## src/rtl/cca_pkg.sv

```systemverilog
// ----------------------------------------------------------------------------
// cca_pkg
// Types and constants shared by the causal cosine attention core.
// ----------------------------------------------------------------------------
package cca_pkg;
    localparam int SAMPLE_W = 12;
    localparam int POS_W    = 5;
    localparam int WEIGHT_W = 24;
    localparam int SIM_W    = 16;
    localparam int WIN_W    = 4;
    localparam logic [WIN_W-1:0] WIN_RESET = 4'd3;
    localparam logic signed [SIM_W-1:0] ONE_Q14 = 16'sd16384;
    localparam int DIV_W    = 48;

    typedef struct packed {
        logic start;
        logic busy;
    } div_ctrl_t;
endpackage

```

## src/rtl/cca_divider.sv

```systemverilog
// ----------------------------------------------------------------------------
// cca_divider
// Restoring divider for unsigned operands, one quotient bit per cycle.
// ----------------------------------------------------------------------------
module cca_divider (
    input  logic                          aclk,
    input  logic                          aresetn,
    input  logic                          start,
    input  logic [cca_pkg::DIV_W-1:0]     dividend,
    input  logic [cca_pkg::DIV_W-1:0]     divisor,
    output cca_pkg::div_ctrl_t            status,
    output logic [cca_pkg::DIV_W-1:0]     quotient
);
    localparam int CNT_W = $clog2(cca_pkg::DIV_W + 1);

    logic [cca_pkg::DIV_W-1:0] rem_reg, rem_next, quo_reg, quo_next, den_reg;
    logic [CNT_W-1:0] cnt_reg, cnt_next;
    logic             busy_reg, busy_next;
    logic [cca_pkg::DIV_W:0] trial;

    always_comb begin
        rem_next  = rem_reg;
        quo_next  = quo_reg;
        cnt_next  = cnt_reg;
        busy_next = busy_reg;
        trial     = {rem_reg, quo_reg[cca_pkg::DIV_W-1]} - {1'b0, den_reg};
        if (start) begin
            rem_next  = '0;
            quo_next  = dividend;
            cnt_next  = CNT_W'(cca_pkg::DIV_W);
            busy_next = 1'b1;
        end else if (busy_reg) begin
            if (!trial[cca_pkg::DIV_W]) begin
                rem_next = trial[cca_pkg::DIV_W-1:0];
                quo_next = {quo_reg[cca_pkg::DIV_W-2:0], 1'b1};
            end else begin
                rem_next = {rem_reg[cca_pkg::DIV_W-2:0], quo_reg[cca_pkg::DIV_W-1]};
                quo_next = {quo_reg[cca_pkg::DIV_W-2:0], 1'b0};
            end
            cnt_next  = cnt_reg - 1'b1;
            busy_next = (cnt_reg != CNT_W'(1));
        end
    end

    always_ff @(posedge aclk) begin
        if (!aresetn) begin
            busy_reg <= 1'b0;
            cnt_reg  <= '0;
        end else begin
            busy_reg <= busy_next;
            cnt_reg  <= cnt_next;
        end
        rem_reg <= rem_next;
        quo_reg <= quo_next;
        if (start) begin
            den_reg <= divisor;
        end
    end

    assign status.start = start;
    assign status.busy  = busy_reg;
    assign quotient     = quo_reg;
endmodule

```

## config.mk

```make
export PLATFORM = sky130hd
export DESIGN_NAME = cca_divider
export DESIGN_NICKNAME = d
export VERILOG_FILES = /design/src/rtl/cca_pkg.sv /design/src/rtl/cca_divider.sv
export SDC_FILE = /design/constraint.sdc
export NUM_CORES = 1
export LEC_CHECK = 0
export BUFFER_PORTS_ARGS = -buffer_cell sky130_fd_sc_hd__buf_2
export CORE_ASPECT_RATIO = 0.5
export CORE_UTILIZATION = 30
export DETAILED_ROUTE_END_ITERATION = 16
export PLACE_DENSITY = 0.51
export SKIP_LAST_GASP = 1
export SLEW_MARGIN = 20
export SYNTH_ARGS = -nofsm -noshare
export SYNTH_HDL_FRONTEND = slang
export SYNTH_SLANG_ARGS = --single-unit
```

## constraint.sdc

```tcl
create_clock -name aclk -period 9.7 [get_ports aclk]
set_input_delay 0.485 -clock aclk [delete_from_list [all_inputs] [get_ports aclk]]
set_output_delay 0.485 -clock aclk [all_outputs]
set_load 0.02 [all_outputs]
```

==> impl_metrics.tcl <==
set metrics [dict create \
    status "complete, no violations" \
    leakage_nw 4.590 \
    fin_crit_sh_pct 47.23 \
    synthAdderAreaFrac_pct 7.226 \
    grt_pass1_vias 6830 \
    grt.overflow.total 0 \
    clk_pin_slew_ns 0.07 \
    core_area_sq_um 29120 \
    clock-sinks 151 \
    reg2reg_slack_ns 5.12 \
    yosysTopAreaCellShare_pct 32.26 \
    postSynthCellCount 907 \
    drt.antenna.violating_nets 0 \
    place.gp.congestion 0.8655 \
    fp.dieH_microns 124.0 \
    met3_length_mm 1.045 \
    wirelength_met1_mm 11.56 \
    post_cts_buffers 0 \
    setup_viol 0 \
    muxShareOfSynthArea_pct 8.528 \
    clock_skew_ns 0.01265 \
    met2_wirelength_mm 10.32 \
    dieArea_sq_um 30520 \
    final_hold_viol_count 0 \
    cts_max_path_buffers 2 \
    fin_tns_setup_ns 0 \
    reg2regPathDepth 14 \
    internal-power_mw 1.379 \
    synth_top_family_by_area "compound AO/OA/AOI/OAI gates" \
    numPortBuffers 148 \
    clock_latency_ns 0.45 \
    drive_gt1_share_pct 23.44 \
    highest_layer "met4" \
    synth_edf_count 96 \
    nNetsFinal 1182 \
    synth_area_leader_cell "edfxtp_1" \
    drtPass1Iterations 8 \
    syn_area_sq_um 8935 \
    min_to "den_reg[39]" \
    synthSimpleGateAreaFrac_pct 12.27 \
    critPathArrivalTime_ns 4.93 \
    synth_compound_area_share_pct 18.15 \
    clockPowerShare_pct 35.0 \
    holdPathStages 1 \
    crit_fanout 20 \
    cts_htree_levels 4 \
    swShare_pct 32.55 \
    drv_cap 0 \
    dp.final_hpwl_mm 16.68 \
    cts-resized-gates 0 \
    p_switching_mw 0.6658 \
    layout_setup_ws_ns 5.119 \
    rows 44 \
    combinationalPowerShare_pct 26.4 \
    drt_iter0_drc 520 \
    detail_route.vias_per_cell 4.971 \
    rr_endpoint "rem_reg[29]" \
    ys_ff_latch 151 \
    layout_common_cells "147 x buf_2, 96 x edfxtp_1, 93 x nand2_1, 71 x nor2_1, 65 x inv_1" \
    grt_usage_pct 15.53 \
    ys_top_cells_by_area "edfxtp_1 32%, dfxtp_1 12%, ha_1 7.0%, mux2_2 6.2%, nand2_1 3.9%" \
    yosysUniqueCellTypes 64 \
    grt_pass1_wl_mm 36.44 \
    drt_wl_total_mm 23.14 \
    yosysWarnings 0 \
    hold_buffers 0 \
    routedWlPerCell_microns 16.10 \
    die_x_microns 246.1 \
    min_from "divisor[39]" \
    holdWs_ns 0.2032 \
    cts_made_buffers 17 \
    drc 0 \
    cp.required_ns 10.05 \
    async_flop_share_pct 0 \
    cp-start-kind "flop" \
    fmax_ghz 0.2183 \
    crit_path_end_kind "flop" \
    yosys.area_share.xor_xnor_pct 4.019 \
    tightest_slew_ns 0.9233 \
    antenna_found_initial 0 \
    rsz0062_at_grt "no" \
    cp-startpoint "quotient[47]" \
    relSlewSlack_pct 38.22 \
    synth_top_flop_cell "edfxtp_1" \
    criticalPathCategory "reg2reg" \
    avgSynthCellArea_sq_um 9.851 \
    synth-seq-area-share_pct 44.59 \
    powerDensity_nw_per_um2 192.6 \
    place_ws_ns 5.177 \
    tritoncts "yes" \
    ioPinCount 149 \
    vdd_drop_max_v 0.0001224 \
    start_util_pct 30.68 \
    area_growth_syn_to_layout_pct 18.86 \
    slew_violations 0 \
    hp-class "in2reg" \
    mostFrequentLayoutCell "buf_2" \
    p_seq_share_pct 38.6 \
    r2r_start "quotient[47]" \
    fin_crit_ns 4.581 \
    syn-num-nets 1057 \
    root_buffer "clkbuf_16" \
    grt_max_degree 83 \
    vias 7143 \
]
-- Yosys cell counts (5+ instances only) --
cell type,number
edfxtp_1,96
nand2_1,93
nor2_1,71
inv_1,66
a21oi_1,55
dfxtp_1,55
ha_1,50
mux2_2,49
clkbuf_1,36
o21ai_0,30
a21o_1,28
xnor2_1,24
a311oi_1,21
mux2i_1,21
nand3_1,19
a211oi_1,18
xor2_1,17
a31oi_1,10
o21bai_1,10
o211ai_1,9
nand2b_1,8
nand4_1,8
o21a_1,8
and3_1,7
nor3_1,7
a211o_1,6
a21boi_0,5
nor2b_1,5
nor4_1,5
-- routing by layer --
metal | track usage (%) | vias to the layer above
li1 | - | 3582
met1 | 21.25 | 3403
met2 | 23.74 | 138
met3 | 4.676 | 20
met4 | 4.076 | 0
met5 | 0 | -
-- worst max-delay path, stage by stage (launching register included) --
cell      delay (ns)
edfxtp_1        0.39
inv_1           0.10
ha_1            0.17
inv_1           0.05
fa_1            0.42
a211o_1         0.33
a211oi_2        0.34
o31ai_1         0.14
o21ai_2         0.27
nor4_1          0.12
o31ai_1         0.59
and2_1          0.80
buf_4           0.37
nand2_1         0.09
a311oi_1        0.29
-- through the flow --
stage,power (mW),area [sq um],utilization (%),std cells
after floorplan,1.195,8935,-,907
after global placement,1.336,10000,34.34,1404
after detailed placement,1.342,10000,34.34,1404
after CTS,2.069,10620,36.45,1436
after global routing,2.157,10620,36.46,1436
final,2.045,10620,36.47,1437
-- kinds of logic (layout without fill, tap and decap cells) --
family / Yosys count / count (layout)
AND/OR/NAND/NOR: 243 / 243
AO/OA/AOI/OAI: 236 / 236
flip-flops: 151 / 151
buffers and inverters: 115 / 253
multiplexers: 70 / 70
adder cells (fa/ha/maj): 51 / 51
XOR/XNOR: 41 / 41
other: 0 / 1
-- area by class of cell --
cell class	instances	area, sq um
clock inverters	15	188.9
clock buffers	17	425.4
flip-flops and latches	151	3985
inverters	67	252.7
diodes	1	2.502
fillers	2927	18500
multi-input cells	641	4484
well taps	391	489.2
repair buffers	154	792.0
-- power groups by stage --
stage | combinational [mW] | clock (mW) | sequential (mW)
global placement | 0.534 | 0 | 0.802
floorplan | 0.374 | 0 | 0.820
global route | 0.600 | 0.759 | 0.798
finish | 0.540 | 0.715 | 0.790
CTS | 0.543 | 0.735 | 0.790
detailed placement | 0.539 | 0 | 0.803
-- how the worst max path moves through the flow --
stage                             end  slack [ns]  cells past startpoint
after floorplan           rem_reg[13]        6.07                     15
after global placement    rem_reg[28]        5.36                     14
after detailed placement  rem_reg[24]        5.18                     14
after CTS                 rem_reg[29]        5.14                     14
after global routing      rem_reg[29]        4.81                     14
final                     rem_reg[29]        5.12                     14
No activity file was read; power rests on OpenSTA's default activity.
